--- config.mk ---
export PLATFORM = sky130hd
export DESIGN_NAME = ready_queue_with_removal
export DESIGN_NICKNAME = d
export VERILOG_FILES = /design/src/rqr_pkg.sv /design/src/rqr_mem.sv /design/src/rqr_slot.sv /design/src/ready_queue_with_removal.sv
export SDC_FILE = /design/constraint.sdc
export NUM_CORES = 1
export LEC_CHECK = 0
export BUFFER_PORTS_ARGS = -buffer_cell sky130_fd_sc_hd__clkbuf_2
export CAP_MARGIN = 20
export CORE_MARGIN = 2
export CORE_UTILIZATION = 54
export CTS_CLUSTER_SIZE = 40
export DETAILED_ROUTE_END_ITERATION = 12
export PLACE_DENSITY_LB_ADDON = 0.3
export SLEW_MARGIN = 10
export SYNTH_ARGS = -nofsm -noshare
export SYNTH_HDL_FRONTEND = slang
export SYNTH_SLANG_ARGS = --single-unit
--- constraint.sdc ---
create_clock -name clk -period 3.5 [get_ports clk]
set_input_delay 0.175 -clock clk [delete_from_list [all_inputs] [get_ports clk]]
set_output_delay 0.175 -clock clk [all_outputs]
set_load 0.03 [all_outputs]
--- src/rqr_pkg.sv ---
// Package for the ready queue with removal.
// Holds command, status and sequencer codes and the default sizes.
// No dependencies.
package rqr_pkg;

    localparam int DEF_QUEUE_DEPTH = 16;
    localparam int DEF_ID_WIDTH    = 8;

    // Fixed port widths of the command and result beats
    localparam int CMD_W       = 2;
    localparam int ID_PORT_W   = 8;
    localparam int STATUS_W    = 2;
    localparam int OCC_W       = 5;

    typedef enum logic [CMD_W-1:0] {
        CMD_ENQ    = 2'd0,
        CMD_DEQ    = 2'd1,
        CMD_REMOVE = 2'd2,
        CMD_NOP    = 2'd3
    } cmd_t;

    typedef enum logic [STATUS_W-1:0] {
        ST_DONE     = 2'd0,
        ST_EMPTY    = 2'd1,
        ST_FULL     = 2'd2,
        ST_NOTFOUND = 2'd3
    } status_t;

    typedef enum logic [2:0] {
        S_IDLE,
        S_ENQ,
        S_DEQ_RD,
        S_DEQ_HEAD,
        S_WALK,
        S_RESP
    } state_t;

endpackage

--- src/rqr_mem.sv ---
// Entry store of the ready queue: one write port, one read port.
// Read data is registered. No reset: entries are undefined until written.
module rqr_mem #(
    parameter int DEPTH = 16,
    parameter int WIDTH = 8
) (
    input  logic                     clk,
    input  logic                     we,
    input  logic [$clog2(DEPTH)-1:0] waddr,
    input  logic [WIDTH-1:0]         wdata,
    input  logic                     re,
    input  logic [$clog2(DEPTH)-1:0] raddr,
    output logic [WIDTH-1:0]         rdata
);

    logic [WIDTH-1:0] mem [DEPTH];
    logic [WIDTH-1:0] rdata_reg;

    always_ff @(posedge clk)
    begin
        if (we)
        begin
            mem[waddr] <= wdata;
        end
    end

    always_ff @(posedge clk)
    begin
        if (re)
        begin
            rdata_reg <= mem[raddr];
        end
    end

    assign rdata = rdata_reg;

endmodule

--- src/rqr_slot.sv ---
// Circular slot address: (head + offset) mod DEPTH, offset below DEPTH.
// One add and one compare-and-subtract. No dependencies.
module rqr_slot #(
    parameter int DEPTH = 16
) (
    input  logic [$clog2(DEPTH)-1:0] head,
    input  logic [$clog2(DEPTH)-1:0] offset,
    output logic [$clog2(DEPTH)-1:0] slot
);

    localparam int AW = $clog2(DEPTH);
    localparam logic [AW:0] DEPTH_W = (AW+1)'(DEPTH);

    logic [AW:0] sum;
    logic [AW:0] wrapped;

    always_comb
    begin
        sum = {1'b0, head} + {1'b0, offset};
        if (sum >= DEPTH_W)
        begin
            wrapped = sum - DEPTH_W;
        end
        else
        begin
            wrapped = sum;
        end
    end

    assign slot = wrapped[AW-1:0];

endmodule

--- src/ready_queue_with_removal.sv ---
// Ready queue with removal: top level, sequencer and pointer state.
// Uses rqr_pkg, rqr_mem (entry store) and rqr_slot (circular address unit).
//
// A command beat is taken when start is high and busy is low; the block then
// raises busy and works on that one command alone. Its single result beat
// appears for exactly one cycle with done high and must be captured then:
// there is no way to hold it off. Rejected or no-op commands, and a remove
// on an empty queue, go straight to the result; an enqueue first writes the
// entry, a dequeue first reads the head and then advances it, and any other
// remove first walks the queue. busy drops on the edge that ends the result
// cycle, so the next command may be taken there. The walk goes over the
// queue through the single read port of the entry store: one entry is read
// and compared per cycle, and entries behind the match are moved down one
// place through the write port in the same pass. The store needs no
// clearing after reset; only occupied entries are read.
module ready_queue_with_removal #(
    parameter int QUEUE_DEPTH = rqr_pkg::DEF_QUEUE_DEPTH,
    parameter int ID_WIDTH    = rqr_pkg::DEF_ID_WIDTH
) (
    input  logic                          clk,
    input  logic                          rst_n,
    input  logic                          start,
    output logic                          busy,
    input  logic [rqr_pkg::CMD_W-1:0]     command,
    input  logic [rqr_pkg::ID_PORT_W-1:0] thread_id,
    output logic                          done,
    output logic [rqr_pkg::ID_PORT_W-1:0] dispatched_id,
    output logic [rqr_pkg::STATUS_W-1:0]  status,
    output logic [rqr_pkg::OCC_W-1:0]     occupancy
);

    import rqr_pkg::*;

    localparam int AW = $clog2(QUEUE_DEPTH);
    localparam int CW = $clog2(QUEUE_DEPTH + 1);
    localparam logic [CW-1:0] FULL_COUNT = CW'(QUEUE_DEPTH);

    // Control state
    state_t        state_reg,    state_next;
    logic [CW-1:0] count_reg,    count_next;
    logic [AW-1:0] head_reg,     head_next;
    logic          data_vld_reg, data_vld_next;
    logic          found_reg,    found_next;

    // Payload
    logic [ID_WIDTH-1:0] id_reg,        id_next;
    logic [ID_WIDTH-1:0] disp_reg,      disp_next;
    status_t             status_reg,    status_next;
    logic [CW-1:0]       rd_off_reg,    rd_off_next;
    logic [AW-1:0]       data_addr_reg, data_addr_next;
    logic [AW-1:0]       prev_addr_reg, prev_addr_next;

    // Store and address unit
    logic                mem_we;
    logic [AW-1:0]       mem_waddr;
    logic [ID_WIDTH-1:0] mem_wdata;
    logic                mem_re;
    logic [ID_WIDTH-1:0] mem_rdata;
    logic [AW-1:0]       slot_off;
    logic [AW-1:0]       slot_addr;

    // Port width adaptation
    logic [ID_WIDTH+ID_PORT_W-1:0] id_in_wide;
    logic [ID_WIDTH+ID_PORT_W-1:0] disp_wide;
    logic [CW+OCC_W-1:0]           occ_wide;
    logic [ID_WIDTH-1:0]           id_in;

    assign id_in_wide = {{ID_WIDTH{1'b0}}, thread_id};
    assign id_in      = id_in_wide[ID_WIDTH-1:0];

    rqr_mem #(
        .DEPTH (QUEUE_DEPTH),
        .WIDTH (ID_WIDTH)
    ) u_mem (
        .clk   (clk),
        .we    (mem_we),
        .waddr (mem_waddr),
        .wdata (mem_wdata),
        .re    (mem_re),
        .raddr (slot_addr),
        .rdata (mem_rdata)
    );

    rqr_slot #(
        .DEPTH (QUEUE_DEPTH)
    ) u_slot (
        .head   (head_reg),
        .offset (slot_off),
        .slot   (slot_addr)
    );

    always_ff @(posedge clk or negedge rst_n)
    begin
        if (!rst_n)
        begin
            state_reg    <= S_IDLE;
            count_reg    <= '0;
            head_reg     <= '0;
            data_vld_reg <= 1'b0;
            found_reg    <= 1'b0;
        end
        else
        begin
            state_reg    <= state_next;
            count_reg    <= count_next;
            head_reg     <= head_next;
            data_vld_reg <= data_vld_next;
            found_reg    <= found_next;
        end
    end

    always_ff @(posedge clk)
    begin
        id_reg        <= id_next;
        disp_reg      <= disp_next;
        status_reg    <= status_next;
        rd_off_reg    <= rd_off_next;
        data_addr_reg <= data_addr_next;
        prev_addr_reg <= prev_addr_next;
    end

    always_comb
    begin
        state_next     = state_reg;
        count_next     = count_reg;
        head_next      = head_reg;
        data_vld_next  = data_vld_reg;
        found_next     = found_reg;
        id_next        = id_reg;
        disp_next      = disp_reg;
        status_next    = status_reg;
        rd_off_next    = rd_off_reg;
        data_addr_next = data_addr_reg;
        prev_addr_next = prev_addr_reg;
        slot_off       = '0;
        mem_we         = 1'b0;
        mem_waddr      = slot_addr;
        mem_wdata      = id_reg;
        mem_re         = 1'b0;

        case (state_reg)
            S_IDLE:
            begin
                if (start)
                begin
                    id_next       = id_in;
                    disp_next     = '0;
                    rd_off_next   = '0;
                    data_vld_next = 1'b0;
                    found_next    = 1'b0;
                    case (cmd_t'(command))
                        CMD_ENQ:
                        begin
                            if (count_reg == FULL_COUNT)
                            begin
                                status_next = ST_FULL;
                                state_next  = S_RESP;
                            end
                            else
                            begin
                                status_next = ST_DONE;
                                state_next  = S_ENQ;
                            end
                        end
                        CMD_DEQ:
                        begin
                            if (count_reg == '0)
                            begin
                                status_next = ST_EMPTY;
                                state_next  = S_RESP;
                            end
                            else
                            begin
                                status_next = ST_DONE;
                                state_next  = S_DEQ_RD;
                            end
                        end
                        CMD_REMOVE:
                        begin
                            // not found until the walk proves otherwise
                            status_next = ST_NOTFOUND;
                            if (count_reg == '0)
                            begin
                                state_next = S_RESP;
                            end
                            else
                            begin
                                state_next = S_WALK;
                            end
                        end
                        default:
                        begin
                            status_next = ST_DONE;
                            state_next  = S_RESP;
                        end
                    endcase
                end
            end

            S_ENQ:
            begin
                slot_off   = count_reg[AW-1:0];
                mem_we     = 1'b1;
                mem_waddr  = slot_addr;
                mem_wdata  = id_reg;
                count_next = count_reg + CW'(1);
                state_next = S_RESP;
            end

            S_DEQ_RD:
            begin
                slot_off   = '0;
                mem_re     = 1'b1;
                state_next = S_DEQ_HEAD;
            end

            S_DEQ_HEAD:
            begin
                slot_off   = AW'(1);
                head_next  = slot_addr;
                disp_next  = mem_rdata;
                count_next = count_reg - CW'(1);
                state_next = S_RESP;
            end

            S_WALK:
            begin
                // compare stage: entry read last cycle
                slot_off = rd_off_reg[AW-1:0];
                if (data_vld_reg)
                begin
                    prev_addr_next = data_addr_reg;
                    if (found_reg)
                    begin
                        // close the gap: move entry down one place
                        mem_we    = 1'b1;
                        mem_waddr = prev_addr_reg;
                        mem_wdata = mem_rdata;
                    end
                    else if (mem_rdata == id_reg)
                    begin
                        found_next = 1'b1;
                    end
                end

                // read stage: next entry from the head
                if (rd_off_reg < count_reg)
                begin
                    mem_re         = 1'b1;
                    rd_off_next    = rd_off_reg + CW'(1);
                    data_addr_next = slot_addr;
                    data_vld_next  = 1'b1;
                end
                else
                begin
                    data_vld_next = 1'b0;
                end

                if (!data_vld_reg && (rd_off_reg == count_reg))
                begin
                    state_next = S_RESP;
                    if (found_reg)
                    begin
                        count_next  = count_reg - CW'(1);
                        status_next = ST_DONE;
                    end
                end
            end

            S_RESP:
            begin
                state_next = S_IDLE;
            end

            default:
            begin
                state_next = S_IDLE;
            end
        endcase
    end

    assign disp_wide = {{ID_PORT_W{1'b0}}, disp_reg};
    assign occ_wide  = {{OCC_W{1'b0}}, count_reg};

    assign busy          = (state_reg != S_IDLE);
    assign done          = (state_reg == S_RESP);
    assign dispatched_id = disp_wide[ID_PORT_W-1:0];
    assign status        = status_reg;
    assign occupancy     = occ_wide[OCC_W-1:0];

    // A walk only writes the store once the match has been seen
    a_walk_write_after_match: assert property (@(posedge clk) disable iff (!rst_n)
        (state_reg == S_WALK && mem_we) |-> found_reg)
        else $error("store written during remove walk before a match");

    // Fill level never passes the depth
    a_count_bound: assert property (@(posedge clk) disable iff (!rst_n)
        count_reg <= FULL_COUNT)
        else $error("occupancy above queue depth");

    // A dequeue that takes the head drops the count by one
    a_deq_count: assert property (@(posedge clk) disable iff (!rst_n)
        (state_reg == S_DEQ_HEAD) |=> (count_reg == $past(count_reg) - CW'(1)))
        else $error("dequeue did not drop occupancy by one");

    // A result beat is always followed by a return to idle
    a_done_then_idle: assert property (@(posedge clk) disable iff (!rst_n)
        done |=> !busy)
        else $error("block still busy after result beat");

endmodule
* Yosys cells after proc, flatten, opt, wreduce, memory -nomap -nowiden
Memory sizes are Yosys's and may differ from the RTL's. A register that Yosys moved wholly into a read port is not among the register bits. Cells that the tools add are included.
Operators by class: equality and inequality tests 15, $lt $le $gt $ge 2, mux-type cells 43, reductions and logical operators 20, $add $sub $neg 5
Operator list (number):
- 2-to-1 mux 8 bit | 4
- 2-to-1 mux 5 bit | 4
- 2-to-1 mux 4 bit | 4
- one-hot mux 8 bit (2 select lines) | 1
- one-hot mux 5 bit (3 select lines) | 1
- 2-to-1 mux 3 bit | 4
- one-hot mux 3 bit (4 select lines) | 1
- one-hot mux 4 bit (3 select lines) | 1
- AND reduction 2 bit | 6
- 2-to-1 mux 1 bit | 11
- adder 5 x 1 -> 5 bit (second input constant) | 2
- != test 2 bit (second input constant) | 5
- one-hot mux 5 bit (2 select lines) | 1
- one-hot mux 3 bit (3 select lines) | 1
- AND reduction 3 bit | 3
- equality test 8 bit | 1
- 2-to-1 mux 2 bit | 4
- one-hot mux 1 bit (2 select lines) | 4
- equality test 3 x 2 -> 1 bit (second input constant) | 2
- equality test 3 bit (second input constant) | 2
- one-hot mux 2 bit (3 select lines) | 1
- nonzero test 3 bit | 2
- adder 4 x 4 -> 5 bit | 1
- equality test 5 bit | 1
- other kinds (17) | 18
Storage, ports and cells: RAM bits 128, memories 1, flip-flop bits (word level) 45, output and inout port bits 17, bits of input ports 13
Memories:
- u_mem.mem | words 16, bits a word 8, read ports 1, clocked after memory_dff 1, wr ports 1, line rqr_mem.sv:16 | logic [WIDTH-1:0] mem [DEPTH];

* Longest topological paths before layout
depth in word-level cells 8, mapped depth 12, gate-level depth less buffers 10

* Modules after synthesis
Synthesis repeated with hierarchy kept, for this count alone.
Second synthesis, totals: cells, all modules 433, area, all modules 7691.1 µm²
Modules (own cells, without submodules):
- rqr_mem | times used 1, cells each 229, sequential area each 4083.9 µm², area each 5227.5 µm²
- ready_queue_with_removal | times used 1, cells each 195, sequential area each 1281.2 µm², area each 2363.5 µm²
- rqr_slot | times used 1, cells each 9, sequential area each 0.0 µm², area each 100.1 µm²

* Worst setup path before layout
Ideal clock, no wire load.
path type reg2reg, from reg state_reg[1], to mem u_mem.mem[13][0] (enable), cell stages (with the launch flop) 12, path buffers 4, required time 3.125 ns, path slack 0.270 ns, arrival 2.855 ns, cell sequence dfrtp_1 -> buf_6 -> or3b_1 -> clkbuf_1 -> o21ai_0 -> ha_1 -> fa_1 -> buf_2 -> buf_1 -> inv_1 -> a31oi_1 -> a21oi_1
Between the ends: longest elaborated chain between the ends 8
Ends and longest elaborated chain:
- from (decl) | line ready_queue_with_removal.sv:39 | state_t state_reg, state_next;
- from (signal assigned) | line ready_queue_with_removal.sv:104 | state_reg <= state_next;
- equality test 3 bit, or another cell as far along | line ready_queue_with_removal.sv:141 | case (state_reg)
- one-hot mux 4 bit (3 select lines) (*) | line ready_queue_with_removal.sv:141
- adder 4 x 4 -> 5 bit (*) | line rqr_slot.sv:19 | sum = {1'b0, head} + {1'b0, offset};
- subtractor 4 x 1 -> 4 bit or >= comparator 5 bit (tied branches) | line rqr_slot.sv:22, rqr_slot.sv:20
- 2-to-1 mux 4 bit (*) | line rqr_slot.sv:20 | if (sum >= DEPTH_W)
- named net slot_addr[1] | line ready_queue_with_removal.sv:60 | logic [AW-1:0] slot_addr;
- 2-to-1 mux 4 bit | line ready_queue_with_removal.sv:233 | if (found_reg)
- 2-to-1 mux 4 bit | line ready_queue_with_removal.sv:230 | if (data_vld_reg)
- 2-to-1 mux 4 bit (*) | line ready_queue_with_removal.sv:141
- to (decl) | line rqr_mem.sv:16
Mark *: on every way through the listed nets, which the timed path passes. The rest lies on a longest branch.

* Worst setup path in the final report
from reg state_reg[0], to mem u_mem.mem[6][7] (enable)
Between the ends: longest elaborated chain between the ends 8
Ends and longest elaborated chain (line):
- equality test 3 bit, or another cell as far along | ready_queue_with_removal.sv:141
- one-hot mux 4 bit (3 select lines) | ready_queue_with_removal.sv:141
- adder 4 x 4 -> 5 bit | rqr_slot.sv:19
- subtractor 4 x 1 -> 4 bit or >= comparator 5 bit (tied branches) | rqr_slot.sv:22, rqr_slot.sv:20
- 2-to-1 mux 4 bit | rqr_slot.sv:20
- 2-to-1 mux 4 bit | ready_queue_with_removal.sv:233
- 2-to-1 mux 4 bit | ready_queue_with_removal.sv:230
- 2-to-1 mux 4 bit | ready_queue_with_removal.sv:141
Parallel ways exist; a longest one is shown, timed or not.

==> results.py <==
metrics = {
    "synth": {
        "synth.top_cell.area_share_pct": 64.7,
        "synth_most_common_cell": "edfxtp_1",
        "synthMuxAreaShare_pct": 12.8,
        "synth_fp_nets": 485,
        "ys_seq_area_share_pct": 69.3,
        "syn_area_per_cell_sq_um": 16.9,
        "synth-edff-count": 167,
        "synth-async-reset-ratio_pct": 7.73,
        "ys_warn_count": 0,
        "synthTopCellsByCount": "edfxtp_1, nand2_1, mux4_2",
        "ys_top_cells_by_area": "edfxtp_1, mux4_2, dfrtp_1",
        "dominantRegCellSynth": "edfxtp_1",
        "synthSimpleGateAreaFrac_pct": 7.38,
        "synth_area_sq_mm": 0.00775,
        "netlist_instances": 458,
        "synthAdderAreaFrac_pct": 2.46,
        "synth-xor-area-share_pct": 2.04,
        "synth.ff_latch_count": 181,
        "synth_top_family_by_area": "multiplexers",
        "synth.largest_area_cell": "edfxtp_1",
        "ys_types": 49,
        "synth-compound-area-share_pct": 4.12,
    },
    "power": {
        "finalPower_mw": 7.89,
        "internal-power_mw": 5.15,
        "clkPwrFrac_pct": 23.4,
        "p_sw_mw": 2.74,
        "power_frac_seq_pct": 39.0,
        "powerDensity_mw_per_mm2": 889,
        "combPwrFrac_pct": 37.5,
        "total_leakage_power_nw": 3.16,
        "ir_worst_vdd_mv": 0.427,
        "sw_frac_of_total_pct": 34.7,
    },
    "grt": {
        "grt_pass1_vias": 4358,
        "antenna_found_initial": 0,
        "grt_pass1_wl_microns": 24200,
        "overflow": 0,
        "grtUsageTotal_pct": 22.2,
        "grt_max_degree": 37,
    },
    "detailed_routing": {
        "drt_first_pass_iters": 5,
        "wl_per_cell_microns": 21.8,
        "drt_wl_total_microns": 15500,
        "drc": 0,
        "drtIter0Drc": 442,
        "postRouteAntennaNets": 0,
        "vias_per_cell": 5.98,
        "vias": 4265,
    },
    "worst_setup_path": {
        "arrival_ns": 3.42,
        "path_cells": "nand2b_1, nor2_1, a22o_1, ha_1, and3_1, or3_1, nand3_4, a31oi_2, nor2_1",
        "cp_slowest_cell": "nor2_1",
        "critPathMaxStageDelay_ns": 0.61,
        "worst_ep_required_time_ns": 3.56,
        "cp_max_fo": 8,
        "end_kind": "flop",
        "start_kind": "flop",
        "critPathKind": "flop to flop",
        "cpMostUsedCell": "nor2_1",
    },
    "timing": {
        "fin_crit_sh_pct": 96.1,
        "finalSetupViolCount": 0,
        "fin_setup_tns_ns": 0,
        "max_freq_mhz": 297,
        "worstMarginPinSlew_ns": 0.744,
        "skew_ns": 0.00946,
        "finalHoldViolCount": 0,
        "grt_setup_unrepaired": "yes",
        "hold_slack_ns": 0.102,
        "period_minus_slack_ns": 3.36,
        "max_slew_margin_pct": 50.2,
        "drv_slew": 0,
    },
    "final_layout": {
        "final_nets": 547,
        "final_cells": 713,
        "syn_to_final_growth_pct": 14.6,
        "n_antenna_cell": 0,
        "drive_above_1_share_pct": 25.7,
        "largest_reg_flops": 128,
        "max_flop_register": "u_mem.mem",
        "fin_area_sq_mm": 0.00888,
    },
    "clock_tree": {
        "ctsLongestPathBuffers": 2,
        "cts_buffers": 17,
        "clkSlewWorstSetupHoldPaths_ns": 0.06,
        "cts.sinks": 181,
        "tritoncts": "yes",
        "insertion_delay_ns": 0.43,
        "h-tree-depth": 4,
        "root_buffer": "clkbuf_16",
    },
    "placement": {
        "dp_hpwl_microns": 10300,
        "io_buffers": 29,
        "dp_cells": 672,
        "place_congestion": 0.803,
        "place_area_sq_mm": 0.00820,
    },
    "floorplan": {
        "die-area_sq_mm": 0.0153,
        "rows": 43,
        "die_w_microns": 124,
        "start_util_pct": 55.6,
        "coreArea_sq_mm": 0.0139,
        "ios": 30,
        "floorplan.die.height_microns": 124,
    },
    "flow_run": {
        "cap_violations": 0,
    },
    "run_status": {
        "outcome": "complete, no violations",
    },
    "min_path": {
        "hold_class": "primary input to flop",
    },
}
power by group through the flow:
stage / registers (mW) / logic, mW / clock network (mW)
2_1_floorplan: 3.14 / 2.09 / 0
3_3_place_gp: 3.11 / 2.87 / 0
3_5_place_dp: 3.12 / 2.95 / 0
4_1_cts: 3.08 / 2.97 / 1.89
5_1_grt: 3.11 / 3.23 / 1.97
6_report: 3.08 / 2.96 / 1.85
area by class of cell:
class | instances | area [sq um]
tap | 180 | 225
fill | 950 | 5060
sequential | 181 | 5370
clock buffer | 18 | 429
clock inverter | 14 | 150
timing repair buffer | 61 | 420
multi-input combinational | 247 | 2240
inverter | 12 | 45.0
kinds of logic (layout without fill, tap and decap cells):
logic type                 after synthesis  in the layout
and+or+nand+nor                        108            108
muxes                                   59             59
buffers and inverters                   30            105
AOI/OAI and AO/OA                       48             48
DFF                                    181            181
adders and majority gates               14             14
xor gates and xnor gates                18             18
layer usage:
| layer | vias to the layer above | routed length (microns) | track usage, % |
|---|---|---|---|
| li1 | 1900 | - | - |
| met1 | 2182 | 6860 | 30.5 |
| met2 | 158 | 7430 | 34.6 |
| met3 | 25 | 893 | 5.63 |
| met4 | 0 | 344 | 8.45 |
| met5 | - | 0 | 0 |
critical path, delay by kind of cell, from the launching register on:
kind | cells | cell delay, ns
AO/OA/AOI/OAI | 2 | 0.41
adder cells (fa/ha/maj) | 1 | 0.24
AND/OR/NAND/NOR | 6 | 1.87
flip-flops | 1 | 0.48
placed cells by master (no fill, tap or decap), types with 14 or more instances in the layout:
cell and instances:
nand2_1 36, xor2_1 14, buf_4 22, mux2i_1 24
dfrtp_1 14, clkbuf_2 29, mux4_2 32, edfxtp_1 167
nor2_1 20, a21oi_1 20, clkbuf_16 17
stage by stage:
step	utilization, %	setup WS, ns
2_1_floorplan	-	0.270
3_5_place_dp	58.9	0.164
3_3_place_gp	58.9	0.276
4_1_cts	63.7	0.118
6_report	63.7	0.137
5_1_grt	63.7	-0.0844
final timing paths:
| check | start | to | slack, ns | depth (start not counted) |
|---|---|---|---|---|
| worst min-delay path | command[0] | status[1]$_SDFFCE_PN0P_ | 0.10 | 2 |
| worst min register to register | data_addr_reg[2]$_DFFE_PP_ | prev_addr_reg[2]$_DFFE_PP_ | 0.42 | 0 |
| worst max-delay path | state_reg[0]$_DFFE_PN0P_ | u_mem.mem[6][7]$_DFFE_PP_ | 0.14 | 9 |
| max in group asynchronous | rst_n | found_reg$_DFFE_PN0P_ | 2.98 | 2 |
| min in group asynchronous | rst_n | occupancy[2]$_DFFE_PN0P_ | 0.21 | 2 |
| worst max register to register | state_reg[0]$_DFFE_PN0P_ | u_mem.mem[6][7]$_DFFE_PP_ | 0.14 | 9 |
what timing repair did:
| action | CTS | global route |
|---|---|---|
| hold endpoints to repair | 22 | 0 |
| resized for setup | 0 | 3 |
| setup buffers | 0 | 0 |
| endpoints found under the setup margin | 0 | 32 |
| hold buffers | 9 | 0 |
Power figures use the tool's default switching activity.
